**src/design/quote_aware_statement_splitter_macros.svh**
```systemverilog
// ---------------------------------------------------------------------------
// quote_aware_statement_splitter_macros.svh
// Assertion macros for the statement splitter; empty when synthesized.
// ---------------------------------------------------------------------------
`ifndef QUOTE_AWARE_STATEMENT_SPLITTER_MACROS_SVH
`define QUOTE_AWARE_STATEMENT_SPLITTER_MACROS_SVH

`ifndef SYNTHESIS
// Check under clock, skipped while reset is asserted.
`define QSS_ASSERT(label, clk, rst_n, prop, msg) \
    label: assert property (@(posedge clk) disable iff (!rst_n) prop) else $error(msg);
// Check under clock at every edge, reset included.
`define QSS_ASSERT_ALWAYS(label, clk, prop, msg) \
    label: assert property (@(posedge clk) prop) else $error(msg);
`else
`define QSS_ASSERT(label, clk, rst_n, prop, msg)
`define QSS_ASSERT_ALWAYS(label, clk, prop, msg)
`endif

`endif

```
**src/design/qss_pkg.sv**
```systemverilog
// ---------------------------------------------------------------------------
// qss_pkg
// Shared types, character constants and the prefix table of the splitter.
// ---------------------------------------------------------------------------
package qss_pkg;

    typedef enum logic [1:0] {
        QUOTE_NONE     = 2'd0,
        QUOTE_SINGLE   = 2'd1,
        QUOTE_DOUBLE   = 2'd2,
        QUOTE_BACKTICK = 2'd3
    } quote_t;

    localparam logic [7:0] CHAR_SEMI      = 8'h3B;
    localparam logic [7:0] CHAR_BSLASH    = 8'h5C;
    localparam logic [7:0] CHAR_SQUOTE    = 8'h27;
    localparam logic [7:0] CHAR_DQUOTE    = 8'h22;
    localparam logic [7:0] CHAR_BACKTICK  = 8'h60;
    localparam logic [7:0] CHAR_SPACE     = 8'h20;
    localparam logic [7:0] CHAR_TAB       = 8'h09;
    localparam logic [7:0] CHAR_CR        = 8'h0D;

    localparam logic [3:0] PREFIX_LEN = 4'd11;

    // One result beat as it leaves the scanner.
    typedef struct packed {
        logic       emit;
        logic [7:0] data;
        logic       stmt_end;
        logic       bulk;
    } scan_result_t;

    // "INSERT INTO", one character per position.
    function automatic logic [7:0] prefix_char(input logic [3:0] idx);
        logic [7:0] c;
        case (idx)
            4'd0:    c = 8'h49; // I
            4'd1:    c = 8'h4E; // N
            4'd2:    c = 8'h53; // S
            4'd3:    c = 8'h45; // E
            4'd4:    c = 8'h52; // R
            4'd5:    c = 8'h54; // T
            4'd6:    c = 8'h20; // space
            4'd7:    c = 8'h49; // I
            4'd8:    c = 8'h4E; // N
            4'd9:    c = 8'h54; // T
            4'd10:   c = 8'h4F; // O
            default: c = 8'h00;
        endcase
        return c;
    endfunction

    function automatic quote_t quote_code(input logic [7:0] b);
        quote_t q;
        case (b)
            CHAR_SQUOTE:   q = QUOTE_SINGLE;
            CHAR_DQUOTE:   q = QUOTE_DOUBLE;
            CHAR_BACKTICK: q = QUOTE_BACKTICK;
            default:       q = QUOTE_NONE;
        endcase
        return q;
    endfunction

    function automatic logic is_blank(input logic [7:0] b);
        return (b == CHAR_SPACE) || (b >= CHAR_TAB && b <= CHAR_CR);
    endfunction

endpackage

```
**src/design/qss_in_stage.sv**
```systemverilog
// ---------------------------------------------------------------------------
// qss_in_stage
// Input register: holds one byte beat until the scanner moves it on.
// ---------------------------------------------------------------------------
module qss_in_stage (
    input  logic       clk,
    input  logic       rst_n,
    input  logic       in_valid,
    output logic       in_ready,
    input  logic [7:0] in_byte,
    input  logic       advance,
    output logic       hold_valid,
    output logic [7:0] hold_byte
);
    logic       valid_reg;
    logic       valid_next;
    logic [7:0] byte_reg;

    assign in_ready   = !valid_reg || advance;
    assign valid_next = (in_valid && in_ready) || (valid_reg && !advance);

    always_ff @(posedge clk or negedge rst_n)
    begin
        if (!rst_n)
        begin
            valid_reg <= 1'b0;
        end
        else
        begin
            valid_reg <= valid_next;
        end
    end

    always_ff @(posedge clk)
    begin
        if (in_valid && in_ready)
        begin
            byte_reg <= in_byte;
        end
    end

    assign hold_valid = valid_reg;
    assign hold_byte  = byte_reg;
endmodule

```
**src/design/qss_scanner.sv**
```systemverilog
// ---------------------------------------------------------------------------
// qss_scanner
// Quote, escape and prefix tracking; decides each byte's result.
// ---------------------------------------------------------------------------
module qss_scanner (
    input  logic                 clk,
    input  logic                 rst_n,
    input  logic [7:0]           data,
    input  logic                 advance,
    output qss_pkg::scan_result_t result
);
    import qss_pkg::*;

    logic       at_start_reg;
    logic       at_start_next;
    quote_t     quote_reg;
    quote_t     quote_next;
    logic       esc_reg;
    logic       esc_next;
    logic [3:0] pos_reg;
    logic [3:0] pos_next;
    logic       match_reg;
    logic       match_next;
    logic       drop;

    always_comb
    begin
        at_start_next   = at_start_reg;
        quote_next      = quote_reg;
        esc_next        = esc_reg;
        pos_next        = pos_reg;
        match_next      = match_reg;
        drop            = at_start_reg && is_blank(data);
        result.emit     = !drop;
        result.data     = data;
        result.stmt_end = 1'b0;
        result.bulk     = 1'b0;

        if (!drop)
        begin
            at_start_next = 1'b0;
            if (pos_reg < PREFIX_LEN)
            begin
                if (data != prefix_char(pos_reg))
                begin
                    match_next = 1'b0;
                end
                pos_next = pos_reg + 4'd1;
            end

            if (quote_reg == QUOTE_NONE)
            begin
                if (data == CHAR_SEMI)
                begin
                    // Close the statement and rearm for the next one.
                    result.stmt_end = 1'b1;
                    result.bulk     = match_next && (pos_next == PREFIX_LEN);
                    at_start_next   = 1'b1;
                    pos_next        = 4'd0;
                    match_next      = 1'b1;
                    esc_next        = 1'b0;
                end
                else
                begin
                    quote_next = quote_code(data);
                end
            end
            else if (esc_reg)
            begin
                esc_next = 1'b0;
            end
            else if (data == CHAR_BSLASH)
            begin
                esc_next = 1'b1;
            end
            else if (quote_code(data) == quote_reg)
            begin
                quote_next = QUOTE_NONE;
            end
        end
    end

    always_ff @(posedge clk or negedge rst_n)
    begin
        if (!rst_n)
        begin
            at_start_reg <= 1'b1;
            quote_reg    <= QUOTE_NONE;
            esc_reg      <= 1'b0;
            pos_reg      <= 4'd0;
            match_reg    <= 1'b1;
        end
        else if (advance)
        begin
            at_start_reg <= at_start_next;
            quote_reg    <= quote_next;
            esc_reg      <= esc_next;
            pos_reg      <= pos_next;
            match_reg    <= match_next;
        end
    end
endmodule

```
**src/design/qss_out_stage.sv**
```systemverilog
// ---------------------------------------------------------------------------
// qss_out_stage
// Result register: holds one result beat until the sink takes it.
// ---------------------------------------------------------------------------
module qss_out_stage (
    input  logic                 clk,
    input  logic                 rst_n,
    input  logic                 load,
    input  qss_pkg::scan_result_t result,
    output logic                 space,
    output logic                 out_valid,
    input  logic                 out_ready,
    output logic [7:0]           out_byte,
    output logic                 statement_end,
    output logic                 is_bulk_insert
);
    import qss_pkg::*;

    logic       valid_reg;
    logic       valid_next;
    logic [7:0] byte_reg;
    logic       end_reg;
    logic       bulk_reg;

    assign space      = !valid_reg || out_ready;
    assign valid_next = load || (valid_reg && !out_ready);

    always_ff @(posedge clk or negedge rst_n)
    begin
        if (!rst_n)
        begin
            valid_reg <= 1'b0;
        end
        else
        begin
            valid_reg <= valid_next;
        end
    end

    always_ff @(posedge clk)
    begin
        if (load)
        begin
            byte_reg <= result.data;
            end_reg  <= result.stmt_end;
            bulk_reg <= result.bulk;
        end
    end

    assign out_valid      = valid_reg;
    assign out_byte       = byte_reg;
    assign statement_end  = end_reg;
    assign is_bulk_insert = bulk_reg;
endmodule

```
**src/design/quote_aware_statement_splitter.sv**
```systemverilog
// ---------------------------------------------------------------------------
// quote_aware_statement_splitter
// Splits a byte stream into statements, skipping leading blanks and
// flagging statements that open with INSERT INTO.
// ---------------------------------------------------------------------------
//  channel | signals                                        | beat
//  --------+------------------------------------------------+-----------------
//  in      | in_valid, in_ready, in_byte                    | one script byte
//  out     | out_valid, out_ready, out_byte, statement_end, | one passed byte
//          | is_bulk_insert                                 |
//
// One byte per cycle sustained while the output is not stalled; a byte taken
// at the input passes the input register, then the result register.
// Leading blanks of a statement are absorbed and give no output beat.
// Reset (rst_n low) empties both registers and rearms the statement scan.
// A stalled output holds its beat; the input register keeps taking bytes
// as long as a blank is dropped or the result register frees up.
module quote_aware_statement_splitter (
    input  logic       clk,
    input  logic       rst_n,
    input  logic       in_valid,
    output logic       in_ready,
    input  logic [7:0] in_byte,
    output logic       out_valid,
    input  logic       out_ready,
    output logic [7:0] out_byte,
    output logic       statement_end,
    output logic       is_bulk_insert
);
    import qss_pkg::*;
`include "quote_aware_statement_splitter_macros.svh"

    logic         hold_valid;
    logic [7:0]   hold_byte;
    logic         advance;
    logic         space;
    logic         load;
    scan_result_t result;

    // Move the held byte on when it is dropped or the result slot is free.
    assign advance = hold_valid && (!result.emit || space);
    assign load    = advance && result.emit;

    qss_in_stage u_in (
        .clk        (clk),
        .rst_n      (rst_n),
        .in_valid   (in_valid),
        .in_ready   (in_ready),
        .in_byte    (in_byte),
        .advance    (advance),
        .hold_valid (hold_valid),
        .hold_byte  (hold_byte)
    );

    qss_scanner u_scan (
        .clk     (clk),
        .rst_n   (rst_n),
        .data    (hold_byte),
        .advance (advance),
        .result  (result)
    );

    qss_out_stage u_out (
        .clk            (clk),
        .rst_n          (rst_n),
        .load           (load),
        .result         (result),
        .space          (space),
        .out_valid      (out_valid),
        .out_ready      (out_ready),
        .out_byte       (out_byte),
        .statement_end  (statement_end),
        .is_bulk_insert (is_bulk_insert)
    );

    `QSS_ASSERT(a_end_is_semi, clk, rst_n, out_valid && statement_end |-> out_byte == CHAR_SEMI, "statement end on a byte other than a semicolon")
    `QSS_ASSERT(a_bulk_needs_end, clk, rst_n, out_valid && is_bulk_insert |-> statement_end, "bulk flag without statement end")
    `QSS_ASSERT(a_hold_stable, clk, rst_n, hold_valid && !advance |=> hold_valid && $stable(hold_byte), "held input byte lost while stalled")
    `QSS_ASSERT_ALWAYS(a_reset_empty, clk, !rst_n |-> !out_valid && !hold_valid, "registers not empty in reset")
endmodule

```
**config.mk**
```make
export PLATFORM = sky130hd
export DESIGN_NAME = quote_aware_statement_splitter
export DESIGN_NICKNAME = d
export VERILOG_FILES = /design/src/design/qss_pkg.sv /design/src/design/qss_in_stage.sv /design/src/design/qss_scanner.sv /design/src/design/qss_out_stage.sv /design/src/design/quote_aware_statement_splitter.sv
export VERILOG_INCLUDE_DIRS = /design/src /design/src/design
export SDC_FILE = /design/constraint.sdc
export NUM_CORES = 1
export LEC_CHECK = 0
export ABC_AREA = 1
export BUFFER_PORTS_ARGS = -buffer_cell sky130_fd_sc_hd__buf_4
export CAP_MARGIN = 20
export CORE_MARGIN = 2
export CORE_UTILIZATION = 56
export CTS_BUF_LIST = sky130_fd_sc_hd__clkbuf_16
export CTS_CLUSTER_DIAMETER = 50
export CTS_CLUSTER_SIZE = 30
export DETAILED_ROUTE_END_ITERATION = 16
export PLACE_DENSITY_LB_ADDON = 0.08
export SKIP_CTS_REPAIR_TIMING = 1
export SLEW_MARGIN = 20
export SYNTH_ARGS = -nofsm -noshare
export SYNTH_HDL_FRONTEND = slang
export SYNTH_SLANG_ARGS = --single-unit
```
**constraint.sdc**
```tcl
create_clock -name clk -period 2.6 [get_ports clk]
set_input_delay 0.13 -clock clk [delete_from_list [all_inputs] [get_ports clk]]
set_output_delay 0.13 -clock clk [all_outputs]
set_load 0.02 [all_outputs]
```
==> summary.md, run 1 <==
| Metric | Value |
|---|---|
| Final Net Count | 254 |
| Pwr Density | 888 nW/um2 |
| DR vias/cell | 5.67 |
| WP data required | 2.72 ns |
| RD Place Congestion | 0.886 |
| Syn Nets | 223 |
| Crit path launch type | register |
| Crit path DAT | 1.97 ns |
| Setup_tns | 0 ns |
| Rows | 19 |
| 1st-iter DRT viols | 102 |
| Warnings from Yosys | 0 |
| Sequential area share after synthesis | 49.0% |
| Fraction of registers with async set/reset | 37.9% |
| Clock power frac | 29.7% |
| Min cycle time layout | 1.85 ns |
| First-pass GRT wire length | 6070 um |
| Most common cell after layout, fill and taps aside | nand2_1 |
| Most frequent cells in the layout | nand2_1 (65), inv_1 (25), buf_4 (24) |
| Antenna violations before repair | 0 |
| Worst-Margin Slew | 0.383 ns |
| Max Clock Skew | 0.00431 ns |
| Vias in the first global route | 1410 |
| Final Max Slew Viols | 0 |
| Die W | 58.6 um |
| I/O pins | 24 |
| Cell Int Power | 1.13 mW |
| Layout cells sized above 1 | 19.7% |
| Outcome | complete, but fails checks |
| IO Port Bufs | 23 |
| Layout fillers | 223 |
| DR DRC count | 1 |
| CTS tree | done |
| Largest net degree at the start of global routing | 19 |
| Max VDD drop | 0.533 mV |
| Vias | 1524 |
| Total die area | 3440 um2 |
| Final Hold Vio Count | 0 |
| Mean post-synth cell area | 8.11 um2 |
| Final worst setup slack | 0.752 ns |
| Post-synth cell types | 27 |
| MaxCap Viol Count | 0 |
| Dpl ws | 0.768 ns |
| Slew Limit Headroom | 74.2% |
| Post-route ant nets | 0 |
| CTS clk-pin slew, worst paths | 0.05 ns |
| Clock root buffer | clkbuf_16 |
| Avg WL per Cell | 14.0 um |
| Post-layout util | 72.3% |
| Detailed placement HPWL | 2810 um |
| Num CTS Buffers | 5 |
| Grt total ovfl | 0 |
| Core Area | 2810 um2 |
| Hold Slack | 0.0325 ns |
| Die Span Y | 58.6 um |
| Mapped Cells | 206 |
| R2R cell count | 10 |
| First-pass iteration count of the detailed router | 11 |
| WL final | 3770 um |
| Fmax | 541 MHz |
| Starting Density | 59.6% |
| Area growth, synth to finish | 21.3% |
| Worst-skew pair later-pin latency | 0.27 ns |
| Total GRT Usage | 23.7% |
| Clock Path Buffers | 2 |
| Crit share post-route | 71.1% |
| CP Max Fanout | 6 |
| Kind of critical path | reg -> reg |
| Part of the power in registers | 36.3% |
| Switch share | 37.3% |
| RSZ-0062 raised after global routing | false |
| CTS sink count | 29 |
| Violated checks | DRC |
| Synthesized area | 1670 um2 |
| Comb power frac | 34.0% |
| HP Class | in -> reg |
| #FFs+latches synth | 29 |
| Lkg Pwr | 0.972 nW |
| Hold path depth | 1 |
| Main flop type after synthesis | edfxtp_1 |
| Ant diodes | 0 |
| Crit. End Element | register |
| Sw Pwr | 0.672 mW |
| Setup violations, final | 0 |
| Total number of H-tree levels | 2 |
| EDFF count, synth | 18 |
[final timing paths]
path	from	to	slack, ns
max	u_scan.pos_reg[0]$_DFFE_PN0P_	u_out.is_bulk_insert$_SDFFCE_PP0P_	0.75
min	in_byte[5]	u_in.hold_byte[5]$_DFFE_PP_	0.03
max reg2reg	u_scan.pos_reg[0]$_DFFE_PN0P_	u_out.is_bulk_insert$_SDFFCE_PP0P_	0.75
min reg2reg	u_scan.match_reg$_DFFE_PN1P_	u_scan.match_reg$_DFFE_PN1P_	0.47
max in group asynchronous	rst_n	u_scan.match_reg$_DFFE_PN1P_	2.15
min in group asynchronous	rst_n	u_scan.pos_reg[2]$_DFFE_PN0P_	0.23
[routing by layer]
| metal | GRT usage [%] | routed length [um] | vias up |
|---|---|---|---|
| met5 | 0 | 0 | - |
| met4 | 13.0 | 96 | 0 |
| met3 | 5.27 | 241 | 13 |
| met2 | 39.2 | 1820 | 68 |
| met1 | 29.0 | 1620 | 706 |
| li1 | - | - | 737 |
[critical path, cell delays in order (launching register included)]
cell,delay (ns)
dfrtp_1,0.44
inv_1,0.20
ha_1,0.26
nand3_2,0.14
nand2_1,0.09
nand2_1,0.05
nor2_1,0.07
nand3_1,0.07
nor2_1,0.09
nand3_1,0.13
a21oi_1,0.16
[synthesized netlist by cell type (3+ instances only)]
cell type | count | share of area (%)
nand2_1 | 65 | 15
inv_1 | 25 | 5.6
nor2_1 | 22 | 4.9
nand3_1 | 19 | 5.7
edfxtp_1 | 18 | 32
dfrtp_1 | 9 | 13
nand4_1 | 7 | 2.6
ha_1 | 5 | 3.7
o21ai_1 | 5 | 1.5
nand3_2 | 3 | 1.8
o21ai_0 | 3 | 0.90
o31ai_1 | 3 | 1.3
[power by group through the flow]
stage / clock [mW] / sequential [mW] / combinational (mW)
after floorplan: 0 / 0.642 / 0.469
after global placement: 0 / 0.653 / 0.585
after detailed placement: 0 / 0.657 / 0.601
after CTS: 0.537 / 0.650 / 0.606
after global routing: 0.556 / 0.659 / 0.689
final: 0.535 / 0.653 / 0.612
[final cells by class]
type	count	area (um2)	area share, %
tap	31	38.8	1.91
timing repair buffer	25	190	9.38
sequential	29	818	40.4
clock buffer	5	125	6.17
multi-input combinational	147	728	35.9
clock inverter	3	12.5	0.617
inverter	29	114	5.62
[through the flow]
| step | total power [mW] | area, um2 | std cells |
|---|---|---|---|
| 6_report | 1.80 | 2030 | 269 |
| 5_1_grt | 1.90 | 2030 | 269 |
| 4_1_cts | 1.79 | 2020 | 268 |
| 3_5_place_dp | 1.26 | 1880 | 260 |
| 3_3_place_gp | 1.24 | 1880 | 260 |
| 2_1_floorplan | 1.11 | 1670 | 206 |
[cell families (layout without fill, tap and decap cells)]
family,Yosys count,count (layout),synth area share [%]
compound gates,18,18,6.66
flops,29,29,49.0
fa+ha+maj,5,5,3.74
xor+xnor,1,1,0.524
simple gates,123,123,32.6
buf+inv,30,62,7.49
Note: power is estimated with default switching activity, not from simulation.
==> run 2, diff against run 1 <==
- ABC_AREA: 1 -> 0
- clock period: 2.6 -> 1.8 ns (I/O delays scaled with it)
==> run 2 against run 1 <==
Compared with the run above: the run ends with setup timing left; count of clock-buffer cells in the layout did not move; critical path depth down 2; synthesized cell count shrank 24%; non-clock buffer count increased by 55; combinational power rose to 2.5 times the previous value; largest power group is now combinational cells; highest routed layer unchanged.
==> summary.md, run 2 <==
| Metric | Value |
|---|---|
| #FFs+latches synth | 29 (unchanged) |
| WP data required | 1.93 ns (-0.79 ns) |
| Max Clock Skew | 0.00487 ns (+0.000559 ns) |
| Crit path DAT | 2.45 ns (+0.48 ns) |
| Crit share post-route | 128% (+57 points) |
| Kind of critical path | reg -> reg |
| EDFF count, synth | 18 (unchanged) |
| Vias in the first global route | 1494 (+6.0%) |
| I/O pins | 24 (unchanged) |
| 1st-iter DRT viols | 190 (+86%) |
| Detailed placement HPWL | 3090 um (+10%) |
| Synthesized area | 1670 um2 (-0.37%) |
| Multi-input logic area | 985 um2 (+35%) |
| Final Hold Vio Count | 0 (unchanged) |
| Layout fillers | 57 (-74%) |
| Area leader, netlist | edfxtp_1 |
| Rows | 19 (unchanged) |
| Cell Chain, Critical Path | inv_4 -> ha_1 -> nor3b_2 -> a21oi_1 -> xnor2_1 -> nor2_1 -> or4_4 -> a21oi_2 |
| Total number of H-tree levels | 2 (unchanged) |
| Comb power frac | 46.2% (+12 points) |
| MaxCap Viol Count | 0 (unchanged) |
| Grt total ovfl | 0 (unchanged) |
| Final Max Slew Viols | 0 (unchanged) |
| Ant diodes | 0 (unchanged) |
| First-pass iteration count of the detailed router | 5 (-6) |
| Post-layout util | 96.1% (+24 points) |
| Fraction of registers with async set/reset | 37.9% (unchanged) |
| WL final | 6960 um (+84%) |
| Violated checks | setup timing |
| Syn Nets | 174 (-22%) |
| Max VDD drop | 1.84 mV (+250%) |
| HP Class | in -> reg |
| CTS sink count | 29 (unchanged) |
| Top cells by count, synth | edfxtp_1 (18), nor2_1 (12), nand2_1 (11) |
| RSZ-0062 raised after global routing | true |
| Clock Path Buffers | 2 (unchanged) |
| Num CTS Buffers | 5 (unchanged) |
| Die Span Y | 58.5 um (-0.18%) |
| Avg WL per Cell | 26.0 um (+86%) |
| Min cycle time layout | 2.31 ns (+0.463 ns) |
| CTS tree | done |
| Area growth, synth to finish | 60.6% |
| Core Area | 2780 um2 (-0.85%) |
| Starting Density | 59.9% (+0.28 points) |
| Clock root buffer | clkbuf_16 |
| Die W | 58.5 um (-0.18%) |
| Mapped Cells | 157 (-24%) |
| Switch share | 37.7% (+0.39 points) |
| Worst-skew pair later-pin latency | 0.28 ns (about the same) |
| CTS clk-pin slew, worst paths | 0.05 ns (about the same) |
| Final Net Count | 252 (-0.79%) |
| DR vias/cell | 6.87 (+21%) |
| Post-route ant nets | 0 (unchanged) |
| CP Max Fanout | 8 (+2) |
| Warnings from Yosys | 0 (unchanged) |
| Sw Pwr | 1.26 mW (+87%) |
| Slowest stage delay, CP | 0.51 ns (+0.07 ns) |
| Lkg Pwr | 1.13 nW (+16%) |
| Critical path's slowest cell | dfrtp_2 |
| Crit path launch type | register |
| Slew Limit Headroom | 71.1% (-3.2 points) |
| Mean post-synth cell area | 10.6 um2 (+31%) |
| Pwr Density | 1240 nW/um2 (+40%) |
| Most frequent cells in the layout | buf_4 (67), edfxtp_1 (18), nor2_1 (10) |
| Sequential area share after synthesis | 49.1% (+0.18 points) |
| RD Place Congestion | 0.861 (-2.8%) |
| Total power | 3.33 mW (+85%) |
| Setup violations, final | 30 (+30) |
| Outcome | complete, but fails checks |
| DR DRC count | 0 (-1) |
| Final worst setup slack | -0.511 ns (-1.26 ns) |
| Synth top area cells | edfxtp_1 (32%), dfrtp_1 (14%), ha_1 (3.8%) |
| Reg area | 822 um2 (+0.46%) |
| Antenna violations before repair | 0 (unchanged) |
| Fmax | 433 MHz (-20%) |
| Total die area | 3430 um2 (-0.36%) |
| First-pass GRT wire length | 6930 um (+14%) |
| Clock power frac | 23.5% (-6.2 points) |
| Post-synth cell types | 56 (+110%) |
| Crit. End Element | register |
| Part of the power in registers | 30.3% (-6.0 points) |
| Most numerous cell in the Yosys netlist | edfxtp_1 |
| Largest net degree at the start of global routing | 19 (unchanged) |
| Most common cell after layout, fill and taps aside | buf_4 |
| Yosys top cell area share | 32.5% (+0.12 points) |
| Total GRT Usage | 27.9% (+4.2 points) |
| Layout cells sized above 1 | 51.3% (+32 points) |
| Worst-Margin Slew | 0.434 ns (+0.0511 ns) |
| Cell Int Power | 2.07 mW (+84%) |
| IO Port Bufs | 23 (unchanged) |
| Vias | 1835 (+20%) |
| Main flop type after synthesis | edfxtp_1 |
[run 2: cell types whose count changed after synthesis, sizes merged, moves of 6 or more]
cell / previous run / this run
nand2: 67 / 11
inv: 29 / 6
nand3: 22 / 6
nor2: 24 / 12
nand4: 7 / 0
buf: 1 / 7
[run 2: path summary, 6_finish.rpt]
check | from | endpoint | slack, ns | depth (start not counted)
min | in_byte[6] | u_in.hold_byte[6]$_DFFE_PP_ | 0.006 | 1
max | u_scan.pos_reg[0]$_DFFE_PN0P_ | u_out.is_bulk_insert$_SDFFCE_PP0P_ | -0.51 | 8
min reg2reg | u_scan.at_start_reg$_DFFE_PN1P_ | u_scan.at_start_reg$_DFFE_PN1P_ | 0.54 | 1
max reg2reg | u_scan.pos_reg[0]$_DFFE_PN0P_ | u_out.is_bulk_insert$_SDFFCE_PP0P_ | -0.51 | 8
min in group asynchronous | rst_n | u_scan.quote_reg[1]$_DFFE_PN0P_ | 0.20 | 2
max in group asynchronous | rst_n | u_scan.at_start_reg$_DFFE_PN1P_ | 1.38 | 2
[run 2: layout make-up]
type	instances	area share, %
clock inverters	3	0.421
repair buffers	80	24.8
clock buffers	5	4.68
multi-input cells	113	36.8
inverters	6	1.12
well taps	31	1.45
flip-flops and latches	29	30.7
[run 2: stage by stage]
| step | hold slack [ns] | TNS (ns) | setup WS, ns | cells | cell area (um2) |
|---|---|---|---|---|---|
| floorplan | -0.206 | -0.271 | -0.193 | 157 | 1720 |
| global placement | -0.0755 | -0.628 | -0.282 | 237 | 2150 |
| detailed placement | -0.0728 | -1.00 | -0.358 | 237 | 2150 |
| CTS | -0.360 | -1.59 | -0.381 | 245 | 2290 |
| global route | 0.00494 | -5.46 | -0.575 | 267 | 2670 |
| finish | 0.00638 | -4.60 | -0.511 | 267 | 2670 |
[run 2: power groups by stage]
stage	clock network [mW]	logic [mW]	registers, mW
after floorplan	0	0.773	0.926
after global placement	0	1.11	0.973
after detailed placement	0	1.17	0.991
after CTS	0.766	1.18	0.982
after global routing	0.803	1.59	1.01
final	0.782	1.54	1.01
[run 2: cell families after synthesis]
| group | synth area share [%] |
|---|---|
| xor gates and xnor gates | 3.68 |
| buffers and inverters | 4.88 |
| and+or+nand+nor | 23.1 |
| muxes | 1.28 |
| adders and majority gates | 3.76 |
| DFF | 49.1 |
| AOI/OAI and AO/OA | 14.1 |
[run 2: routing by layer]
metal | track usage (%) | up-vias | part of all wire (%) | wire length [um]
met1 | 33.9 | 858 | 33 | 2310
met4 | 11.0 | 0 | 7.5 | 524
met5 | 0 | - | 0 | 0
li1 | - | 733 | - | -
met3 | 10.3 | 56 | 12 | 852
met2 | 45.3 | 188 | 47 | 3270
[run 2: critical path: cells and delay by family, from the launching register on]
kind / cells / cell delay [ns]
AOI/OAI and AO/OA: 2 / 0.26
xor gates and xnor gates: 1 / 0.24
adders and majority gates: 1 / 0.23
buffers and inverters: 1 / 0.09
DFF: 1 / 0.51
and+or+nand+nor: 3 / 0.83
